**src/rtl/core/jmhp_pkg.sv**
```systemverilog
// Shared types and constants of the JPEG marker and frame-header parser.
package jmhp_pkg;

    localparam logic [7:0] MARK_PREFIX = 8'hFF;
    localparam logic [7:0] MARK_SOF0   = 8'hC0;
    localparam logic [7:0] MARK_SOI    = 8'hD8;
    localparam logic [7:0] MARK_EOI    = 8'hD9;
    localparam logic [7:0] MARK_TEM    = 8'h01;
    localparam logic [7:0] MARK_RST0   = 8'hD0;
    localparam logic [7:0] MARK_STUFF  = 8'h00;

    localparam int IN_TDATA_W  = 8;
    localparam int OUT_TDATA_W = 64;

    typedef enum logic [3:0] {
        PH_SOI_FF = 4'd0,
        PH_SOI_D8 = 4'd1,
        PH_SCAN   = 4'd2,
        PH_CODE   = 4'd3,
        PH_LEN_HI = 4'd4,
        PH_LEN_LO = 4'd5,
        PH_BODY   = 4'd6,
        PH_FAILED = 4'd7
    } phase_t;

    typedef enum logic [2:0] {
        FLD_PRECISION = 3'd0,
        FLD_HEIGHT_HI = 3'd1,
        FLD_HEIGHT_LO = 3'd2,
        FLD_WIDTH_HI  = 3'd3,
        FLD_WIDTH_LO  = 3'd4,
        FLD_COMPS     = 3'd5,
        FLD_DONE      = 3'd6,
        FLD_SPARE     = 3'd7
    } field_t;

    typedef struct packed {
        logic        marker_strobe;
        logic [7:0]  marker_code;
        logic        frame_valid;
        logic [7:0]  sample_precision;
        logic [15:0] picture_width;
        logic [15:0] picture_height;
        logic [7:0]  component_count;
        logic        not_jpeg;
        logic        done_res;
    } result_t;

endpackage

```
**src/rtl/core/jmhp_parser.sv**
```systemverilog
// Parser state registers and the next-state logic for one file byte.
module jmhp_parser (
    input  logic              clk,
    input  logic              rst_n,
    input  logic              step_en,
    input  logic [7:0]        data_byte,
    input  logic              first_of_file,
    input  logic              last_of_file,
    output jmhp_pkg::result_t result
);
    import jmhp_pkg::*;

    phase_t      phase_reg, phase_next;
    logic [7:0]  marker_reg, marker_next;
    logic [15:0] remain_reg, remain_next;
    field_t      field_reg, field_next;
    logic [7:0]  prec_reg, prec_next;
    logic [15:0] width_reg, width_next;
    logic [15:0] height_reg, height_next;
    logic [7:0]  comps_reg, comps_next;
    logic        seen_reg, seen_next;
    logic        error_reg, error_next;
    logic        strobe;
    logic [15:0] seg_len;

    always_comb
    begin
        // A restart clears everything before the byte is handled.
        if (first_of_file)
        begin
            phase_next  = PH_SOI_FF;
            marker_next = '0;
            remain_next = '0;
            field_next  = FLD_PRECISION;
            prec_next   = '0;
            width_next  = '0;
            height_next = '0;
            comps_next  = '0;
            seen_next   = 1'b0;
            error_next  = 1'b0;
        end
        else
        begin
            phase_next  = phase_reg;
            marker_next = marker_reg;
            remain_next = remain_reg;
            field_next  = field_reg;
            prec_next   = prec_reg;
            width_next  = width_reg;
            height_next = height_reg;
            comps_next  = comps_reg;
            seen_next   = seen_reg;
            error_next  = error_reg;
        end
        strobe  = 1'b0;
        seg_len = remain_next | {8'd0, data_byte};

        case (phase_next)
            PH_SOI_FF:
            begin
                if (data_byte == MARK_PREFIX)
                begin
                    phase_next = PH_SOI_D8;
                end
                else
                begin
                    error_next = 1'b1;
                    phase_next = PH_FAILED;
                end
            end
            PH_SOI_D8:
            begin
                if (data_byte == MARK_SOI)
                begin
                    marker_next = data_byte;
                    strobe      = 1'b1;
                    phase_next  = PH_SCAN;
                end
                else
                begin
                    error_next = 1'b1;
                    phase_next = PH_FAILED;
                end
            end
            PH_CODE:
            begin
                if (data_byte == MARK_PREFIX)
                begin
                    phase_next = PH_CODE;
                end
                else if (data_byte == MARK_STUFF)
                begin
                    phase_next = PH_SCAN;
                end
                else
                begin
                    marker_next = data_byte;
                    strobe      = 1'b1;
                    if (data_byte inside {MARK_TEM, [MARK_RST0:MARK_EOI]})
                    begin
                        phase_next = PH_SCAN;
                    end
                    else
                    begin
                        if (data_byte == MARK_SOF0)
                        begin
                            seen_next  = 1'b0;
                            field_next = FLD_PRECISION;
                        end
                        phase_next = PH_LEN_HI;
                    end
                end
            end
            PH_LEN_HI:
            begin
                remain_next = {data_byte, 8'd0};
                phase_next  = PH_LEN_LO;
            end
            PH_LEN_LO:
            begin
                remain_next = (seg_len >= 16'd2) ? seg_len - 16'd2 : 16'd0;
                phase_next  = (remain_next != 16'd0) ? PH_BODY : PH_SCAN;
            end
            PH_BODY:
            begin
                if (marker_next == MARK_SOF0)
                begin
                    case (field_next)
                        FLD_PRECISION:
                        begin
                            prec_next  = data_byte;
                            field_next = FLD_HEIGHT_HI;
                        end
                        FLD_HEIGHT_HI:
                        begin
                            height_next = {data_byte, height_next[7:0]};
                            field_next  = FLD_HEIGHT_LO;
                        end
                        FLD_HEIGHT_LO:
                        begin
                            height_next = {height_next[15:8], data_byte};
                            field_next  = FLD_WIDTH_HI;
                        end
                        FLD_WIDTH_HI:
                        begin
                            width_next = {data_byte, width_next[7:0]};
                            field_next = FLD_WIDTH_LO;
                        end
                        FLD_WIDTH_LO:
                        begin
                            width_next = {width_next[15:8], data_byte};
                            field_next = FLD_COMPS;
                        end
                        FLD_COMPS:
                        begin
                            comps_next = data_byte;
                            seen_next  = 1'b1;
                            field_next = FLD_DONE;
                        end
                        default:
                        begin
                            field_next = field_next;
                        end
                    endcase
                end
                if (remain_next != 16'd0)
                begin
                    remain_next = remain_next - 16'd1;
                end
                if (remain_next == 16'd0)
                begin
                    phase_next = PH_SCAN;
                end
            end
            PH_FAILED:
            begin
                phase_next = PH_FAILED;
            end
            default:
            begin
                if (data_byte == MARK_PREFIX)
                begin
                    phase_next = PH_CODE;
                end
            end
        endcase

        // A file that ends before the start marker is complete is not JPEG.
        if (last_of_file && (phase_next == PH_SOI_FF || phase_next == PH_SOI_D8))
        begin
            error_next = 1'b1;
            phase_next = PH_FAILED;
        end

        result.marker_strobe    = strobe;
        result.marker_code      = marker_next;
        result.frame_valid      = seen_next;
        result.sample_precision = prec_next;
        result.picture_width    = width_next;
        result.picture_height   = height_next;
        result.component_count  = comps_next;
        result.not_jpeg         = error_next;
        result.done_res         = last_of_file;
    end

    always_ff @(posedge clk or negedge rst_n)
    begin
        if (!rst_n)
        begin
            phase_reg  <= PH_SOI_FF;
            marker_reg <= '0;
            remain_reg <= '0;
            field_reg  <= FLD_PRECISION;
            prec_reg   <= '0;
            width_reg  <= '0;
            height_reg <= '0;
            comps_reg  <= '0;
            seen_reg   <= 1'b0;
            error_reg  <= 1'b0;
        end
        else if (step_en)
        begin
            phase_reg  <= phase_next;
            marker_reg <= marker_next;
            remain_reg <= remain_next;
            field_reg  <= field_next;
            prec_reg   <= prec_next;
            width_reg  <= width_next;
            height_reg <= height_next;
            comps_reg  <= comps_next;
            seen_reg   <= seen_next;
            error_reg  <= error_next;
        end
    end

    // The failed phase is left only through a restart.
    a_failed_sticks: assert property (@(posedge clk) disable iff (!rst_n)
        phase_reg == PH_FAILED && !(step_en && first_of_file)
        |=> phase_reg == PH_FAILED)
        else $error("parser left the failed phase without a restart");

    // The error flag is only ever set together with the failed phase.
    a_error_failed: assert property (@(posedge clk) disable iff (!rst_n)
        error_reg |-> phase_reg == PH_FAILED)
        else $error("format error raised outside the failed phase");

    // A complete frame header means all six fields were taken.
    a_seen_fields: assert property (@(posedge clk) disable iff (!rst_n)
        seen_reg |-> field_reg == FLD_DONE)
        else $error("frame marked valid before all fields were captured");

endmodule

```
**src/rtl/core/jpeg_marker_header_parser.sv**
```systemverilog
// Top level of the JPEG marker and frame-header parser with its stream ports.
//
// The parser takes one file byte per beat and gives exactly one result beat for
// every byte, in order. It accepts a byte in every clock cycle while the output
// side keeps up; an accepted byte is held first in the input register and then
// passes through the parsing logic into the result register as soon as the
// output has room, and the only loop is the parser state, which is updated
// in the cycle that moves a byte from the input register to the result
// register. The first byte of a file must carry tuser high, which clears all
// parser state; tlast on the input marks the final byte and comes
// back as tlast on the matching result. The file must open with
// 0xFF 0xD8, or not_jpeg is raised and the rest of the file is ignored. Each
// marker code is reported with a strobe, segment bodies are skipped by their
// big-endian length, and the precision, height, width and component count of a
// baseline SOF0 header are captured; frame_valid goes high once all six header
// bytes are in.
module jpeg_marker_header_parser (
    input  logic                                  clk,
    input  logic                                  rst_n,
    input  logic                                  s_tvalid,
    output logic                                  s_tready,
    input  logic [jmhp_pkg::IN_TDATA_W-1:0]       s_tdata,  // [7:0] data_byte
    input  logic                                  s_tuser,  // [0] first_of_file
    input  logic                                  s_tlast,  // last_of_file
    output logic                                  m_tvalid,
    input  logic                                  m_tready,
    // m_tdata, lowest bit up: [7:0] marker_code, [8] frame_valid,
    // [16:9] sample_precision, [32:17] picture_width, [48:33] picture_height,
    // [56:49] component_count, [57] not_jpeg, [63:58] zero
    output logic [jmhp_pkg::OUT_TDATA_W-1:0]      m_tdata,
    output logic                                  m_tuser,  // [0] marker_strobe
    output logic                                  m_tlast   // done_res
);
    import jmhp_pkg::*;

    logic       in_valid_reg;
    logic [7:0] in_byte_reg;
    logic       in_first_reg;
    logic       in_last_reg;
    logic       out_valid_reg;
    result_t    out_reg;
    result_t    step_result;
    logic       out_free;
    logic       step_en;

    // The result register can take a new beat when it is empty or being read.
    assign out_free = !out_valid_reg || m_tready;
    assign step_en  = in_valid_reg && out_free;
    assign s_tready = !in_valid_reg || out_free;

    always_ff @(posedge clk or negedge rst_n)
    begin
        if (!rst_n)
        begin
            in_valid_reg  <= 1'b0;
            out_valid_reg <= 1'b0;
        end
        else
        begin
            if (s_tready)
            begin
                in_valid_reg <= s_tvalid;
            end
            if (out_free)
            begin
                out_valid_reg <= in_valid_reg;
            end
        end
    end

    // Payload registers need no reset.
    always_ff @(posedge clk)
    begin
        if (s_tvalid && s_tready)
        begin
            in_byte_reg  <= s_tdata[7:0];
            in_first_reg <= s_tuser;
            in_last_reg  <= s_tlast;
        end
        if (step_en)
        begin
            out_reg <= step_result;
        end
    end

    jmhp_parser u_parser (
        .clk           (clk),
        .rst_n         (rst_n),
        .step_en       (step_en),
        .data_byte     (in_byte_reg),
        .first_of_file (in_first_reg),
        .last_of_file  (in_last_reg),
        .result        (step_result)
    );

    assign m_tvalid = out_valid_reg;
    assign m_tuser  = out_reg.marker_strobe;
    assign m_tlast  = out_reg.done_res;
    assign m_tdata  = {6'd0,
                       out_reg.not_jpeg,
                       out_reg.component_count,
                       out_reg.picture_height,
                       out_reg.picture_width,
                       out_reg.sample_precision,
                       out_reg.frame_valid,
                       out_reg.marker_code};

    // A byte waiting in the input register moves on whenever the output has room.
    a_byte_moves: assert property (@(posedge clk) disable iff (!rst_n)
        in_valid_reg && out_free |=> out_valid_reg)
        else $error("pending byte did not reach the result register");

endmodule

```
**config.mk**
```make
export PLATFORM = sky130hd
export DESIGN_NAME = jpeg_marker_header_parser
export DESIGN_NICKNAME = d
export VERILOG_FILES = /design/src/rtl/core/jmhp_pkg.sv /design/src/rtl/core/jmhp_parser.sv /design/src/rtl/core/jpeg_marker_header_parser.sv
export SDC_FILE = /design/constraint.sdc
export NUM_CORES = 1
export LEC_CHECK = 0
export CAP_MARGIN = 20
export CORE_MARGIN = 3
export CORE_UTILIZATION = 60
export CTS_BUF_LIST = sky130_fd_sc_hd__clkbuf_4
export DETAILED_ROUTE_END_ITERATION = 12
export DONT_BUFFER_PORTS = 1
export PLACE_DENSITY = 0.76
export SYNTH_ARGS = -nofsm -noshare
export SYNTH_HDL_FRONTEND = slang
export SYNTH_HIERARCHICAL = 1
export SYNTH_SLANG_ARGS = --single-unit
```
**constraint.sdc**
```tcl
create_clock -name clk -period 3.9 [get_ports clk]
set_clock_uncertainty 0.15 [all_clocks]
set_input_delay 0.78 -clock clk [delete_from_list [all_inputs] [get_ports clk]]
set_output_delay 0.78 -clock clk [all_outputs]
set_load 0.01 [all_outputs]
```
After elaboration in Yosys (flattened, before gate mapping)
Index checks and enable logic that the tools add are counted.
Widths: inputs -> output; s select.
- bits in registers: 153
- bits in latches: 0
- memory bits (writable): 0
- ROM bits: 0
- logic and storage cells: 126
- memories kept: 0
- $add $sub $neg: 2
- $mul: 0
- divide/modulo/power cells: 0
- order comparisons: 3
- eq/ne operators: 17
- shift operators: 0
- mux-type cells: 62
- bitwise logic cells: 1
- reductions and logical operators: 17
- operators by type and width (kind ; number):
    $mux 16 ; 10
    $mux 8 ; 12
    $pmux 16 s2 ; 2
    $pmux 16 s3 ; 1
    $eq 8x8->1 const B ; 4
    $reduce_bool 16->1 ; 2
    $mux 3 ; 10
    $pmux 4 s7 ; 1
    $mux 4 ; 6
    $pmux 3 s6 ; 1
    $eq 4x3->1 const B ; 4
    $ge 16x2->1 const B ; 1
    $logic_not 16->1 ; 1
    $or 16x8->16 ; 1
    $pmux 8 s2 ; 1
    $sub 16x1->16 const B ; 1
    $sub 16x2->16 const B ; 1
    $mux 1 ; 14
    $eq 4x1->1 const B ; 2
    $eq 8x1->1 const B ; 1
    $ge 8x8->1 const B ; 1
    $le 8x8->1 const B ; 1
    $logic_not 4->1 ; 2
    $logic_not 8->1 ; 1
    other kinds (11) ; 21

Logic depth before layout (Yosys ltp)
- depth after elaboration: 11
- depth in mapped cells: 15
- depth with buffers taken out: 10

By module
Netlist, hierarchy kept.
- by module, submodules not included (module ; times used ; cells an instance ; area an instance (um^2) ; sequential area each (um^2)):
    jmhp_parser ; 1 ; 782 ; 6157.2 ; 2026.9
    jpeg_marker_header_parser ; 1 ; 85 ; 2254.7 ; 2152.1

Worst setup path after synthesis
OpenSTA, ideal clock, no wires.
- path kind: reg2reg
- start: register in_first_reg
- end: register u_parser.phase_reg[2]
- library setup time: 126 ps
- data arrival time: 3836 ps
- data required time: 3624 ps
- path slack: -212 ps
- stages on the path, launching flop included: 16
- clock period less this slack: 4112 ps
- cell sequence: edfxtp_1 > buf_4 > inv_1 > clkbuf_1 > clkbuf_1 > clkbuf_1 > buf_1 > a21oi_1 > ha_1 > or3b_1 > o41ai_1 > o211ai_1 > or3b_1 > a2111oi_0 > o211ai_1 > o32a_1
- word-level cells in the longest chain between the ends: 11
- ends and longest elaborated chain (element ; line ; source):
    start: declaration ; jpeg_marker_header_parser.sv:38 ; logic in_first_reg;
    start signal: assignment ; jpeg_marker_header_parser.sv:77 ; in_first_reg <= s_tuser;
    $mux 16 ; jmhp_parser.sv:29 ; if (first_of_file)
    $sub 16x1->16, or another cell as far along ; jmhp_parser.sv:168 ; remain_next = remain_next - 16'd1;
    $mux 16, or another cell as far along ; jmhp_parser.sv:166 ; if (remain_next != 16'd0)
    $mux 16, on equally long branches ; jmhp_parser.sv:58, jmhp_parser.sv:121 ;
    $logic_not 16->1 or $reduce_bool 16->1 (tied branches) ; jmhp_parser.sv:170, jmhp_parser.sv:122 ;
    $mux 4 or $mux 3 (tied branches) ; jmhp_parser.sv:170, jmhp_parser.sv:122 ;
    $pmux 4 s7 * ; jmhp_parser.sv:58 ; case (phase_next)
    $eq 4x1->1 or $logic_not 4->1 (tied branches) ; jmhp_parser.sv:189 ; if (last_of_file && (phase_next == PH_SOI_FF || phase_next == PH_SOI_D8))
    $logic_or 1x1->1 ; jmhp_parser.sv:189 ;
    $logic_and 1x1->1 ; jmhp_parser.sv:189 ;
    $mux 4 * ; jmhp_parser.sv:189 ;
    end signal: assignment ; jmhp_parser.sv:223 ; phase_reg <= phase_next;
    end: declaration ; jmhp_parser.sv:13 ; phase_t phase_reg, phase_next;
Every way passes the cells marked *; elsewhere a longest branch is shown, timed or not. The select of a mux whose other input is x is not followed.
A chain may end at the register's enable or synchronous reset.

Final worst setup path
Ends and elaborated chain as after synthesis.

==> impl_results.md <==
- Drc violations: 0
- Core area: 13450 um^2
- Most frequent cell on the critical path: o211ai_1
- Synth top area share: 24.99%
- Number of flip-flops under the largest register name: 58
- Layout cell share with drive strength beyond 1: 14.43%
- GRT Total Usage: 30.09%
- Mapped Avg Cell Area: 9.702 um^2
- H-tree lvl count: 4
- Internal: 2.843 mW
- Die span in y: 124.4 um
- Metal1 wirelength: 9389 um
- Slowest CP cell: a2111oi_1
- Area contributors post-synth: edfxtp_1 25%, dfrtp_1 25%, nand2_1 6.6%
- Clock slew at reported path FFs: 0.14 ns
- Tcrit/Tclk final: between 90% and 100%
- NetSw: roughly 1.8 mW
- Warnings from Yosys: 6
- Rel. slew slack: 36.84%
- R2r setup slk: 0.31 ns
- Ant. Diodes: 0
- WL met3: approximately 2000 um
- Min Tclk post-route: 3.595 ns
- Count leader, synth: nand2_1
- Register area share after synthesis: 49.68%
- F_max: between 200 and 300 MHz
- First-pass GRT wire length: 37250 um
- CP max FO: 77
- DR vias: 7106
- Cell Rows: 42
- Top_reg_cell synth: dfrtp_1
- CP Buf/Inv Count: 2
- Hold path cells: 0
- Setup bufs post-CTS: 0
- Pre-Repair DR Iteration Count: 6
- Reg2reg end: u_parser/phase_reg[2]
- Slew Viols, Final: 0
- Routed met2 length: 11330 um
- # clock sinks: roughly 150
- Actual slew at the worst max-slew pin: 0.9342 ns
- Initial antenna violation count: 0
- Port Buffers: 0
- Crit path cell chain: buf_12 > nor2b_1 > inv_1 > ha_1 > o211ai_1 > or2_0 > o211a_1 > a2111oi_1 > o211ai_1 > o32a_1
- Placed wire-length estimate: 15440 um
- Clk buf depth: 2
- Post-synth EDFFs: 70
- TNS Setup: 0 ns
- Max Used Layer: met4
- Net count reported at finish: 870
- Total global routing overflow: 0
- IO Count: 82
- Pwr dens: 512.7 nW/um^2
- Die area: approximately 15000 um^2
- Hold Crit Endpoint: in_byte_reg[0]
- CTS Buf Count: 17
- Largest net degree at the start of global routing: 84
- Sequential power share: around 47%
- TritonCTS clock tree: done
- Lkg Pwr: 3.437 nW
- Slowest cell delay on critical path: 0.65 ns
- Min-delay src: s_tdata[0]
- Area growth from synthesis to layout: 6.708%
- RSZ-0062 raised after global routing: no
- CP startpoint kind: flop
- Yosys reg bits: about 150
- Post-Place Setup Slack: 0.3829 ns
- Synthesized instance count: approximately 870
- Post-Synthesis Cell Area: 8412 um^2
- Routed WL: 23490 um
- R2R Path Start: in_first_reg
- Crit. End Element: flop
- Status: finished clean
- Hold Violations, Final: 0
- Critical Path RT: 4.20 ns
- Clock network fraction of design power: between 20% and 30%
- Comb pwr share: 30.3%
- Final core utilization: 66.72%
- Starting DRT DRC Count: around 1100
- Synth cell count leaders: 148 x nand2_1, 83 x dfrtp_1, 74 x o21ai_0
- Hold crit path type: primary input to flop
- Final Setup Violations: 0
- Yosys cell types: 83
- Die span in x: 124.4 um
- Critical path's top delay family: compound AO/OA/AOI/OAI gates
- Placer Congestion: 1.029
- Remaining antenna violation count: 0
- Initial Utilization: a little over three fifths
- Switch share: 38.22%
- Number of global-route vias before repair: 6839
- VDD IR-drop max: 246.7 uV
- Root buf cell: clkbuf_4
- Routed len/inst: 22.54 um
- Area leader, netlist: edfxtp_1
- Final worst slack: between 0.3 and 0.4 ns
- Max Cap Viol: 0
- Worst Path Arrival: 3.89 ns
- Worst r2r path cells: 10
- Kind of critical path: flop to flop
- Clock Latency Late Sink: around 0.55 ns
- Via density: approximately 6.8
- Synth async-reset ratio: 54.25%
-- layout by cell type, fill, tap and decap left out, types with 4 or more instances in the layout --
master | synthesis | final
nand2_1 | 148 | 148
dfrtp_1 | 83 | 83
o21ai_0 | 74 | 74
edfxtp_1 | 70 | 70
nor2_1 | 56 | 56
buf_4 | 12 | 40
a22o_1 | 40 | 40
a21oi_1 | 31 | 31
nor3_1 | 24 | 23
mux2_2 | 18 | 18
clkbuf_4 | 0 | 17
a211oi_1 | 12 | 12
nand2b_1 | 11 | 11
inv_1 | 12 | 11
nand3_1 | 10 | 10
nor2b_1 | 10 | 10
or3_1 | 9 | 9
a31oi_1 | 9 | 9
o21a_1 | 8 | 8
o2bb2ai_1 | 8 | 8
xnor2_1 | 8 | 8
o211ai_1 | 7 | 7
conb_1 | 1 | 6
inv_6 | 0 | 6
o21ai_1 | 6 | 6
or2_2 | 6 | 6
o22ai_1 | 6 | 6
o31ai_1 | 6 | 6
nor3b_1 | 5 | 5
nand4_1 | 5 | 5
nor4_1 | 5 | 5
a21o_1 | 5 | 5
o21bai_1 | 5 | 5
or4_1 | 5 | 5
nor3_2 | 3 | 4
a32o_1 | 4 | 4
o41ai_1 | 6 | 4
-- power groups by stage --
stage | clock [mW] | combinational [mW] | sequential [mW]
floorplan | 0 | 1.09 | 1.99
global placement | 0 | 1.33 | 2.16
detailed placement | 0 | 1.33 | 2.17
CTS | 1.09 | 1.36 | 2.13
global route | 1.16 | 1.51 | 2.16
finish | 1.07 | 1.39 | 2.14
-- final cells by class --
cell class                 instances  area (um^2)
fill                            1066         4477
inverter                          12        45.04
timing repair buffer              43        357.8
clock buffer                      17        127.6
sequential                       153         4179
clock inverter                    15        186.4
tap                              176        220.2
multi-input combinational        626         3860
-- repair_timing --
action / CTS / global route
hold buffers: 2 / 0
hold endpoints to repair: 83 / 0
resized for setup: 0 / 0
-- worst max path at each step --
stage	start	to	slack, ns	depth (start not counted)
3_3_place_gp	in_first_reg	u_parser/phase_reg[2]	0.50	10
4_1_cts	in_first_reg	u_parser/phase_reg[2]	0.34	10
2_1_floorplan	in_first_reg	u_parser/phase_reg[2]	0.01	15
6_report	in_first_reg	u_parser/phase_reg[2]	0.31	10
5_1_grt	in_first_reg	u_parser/phase_reg[2]	0.10	10
3_5_place_dp	in_first_reg	u_parser/phase_reg[2]	0.38	10
-- worst register-to-register path, delay by kind of cell, from the launching register on --
family                     cells  cell delay, ns
buffers and inverters          2            0.43
DFF                            1            0.42
AOI/OAI and AO/OA              5            1.66
and+or+nand+nor                2            0.57
adders and majority gates      1            0.27
-- cell families after synthesis --
family / synth area share [%]
and+or+nand+nor: 19.60
AOI/OAI and AO/OA: 21.58
DFF: 49.68
buffers and inverters: 5.057
muxes: 2.648
xor gates and xnor gates: 0.9371
adders and majority gates: 0.4463
other: 0.04458
-- routing by layer --
metal,vias up,GRT usage [%]
met4,0,12.44
met1,3439,40.42
li1,3158,-
met5,-,0
met2,441,47.52
met3,68,6.775
-- metrics by stage --
stage / cells / cell area [um^2] / hold WS [ns] / power (mW)
2_1_floorplan: 872 / 8468 / 0.3162 / 3.086
3_3_place_gp: 1008 / 8625 / 0.3326 / 3.485
3_5_place_dp: 1008 / 8625 / 0.3324 / 3.502
4_1_cts: 1042 / 8976 / 0.1107 / 4.587
5_1_grt: 1042 / 8976 / 0.09877 / 4.834
6_report: 1042 / 8976 / 0.1579 / 4.602
(Power assumes the default switching activity.)
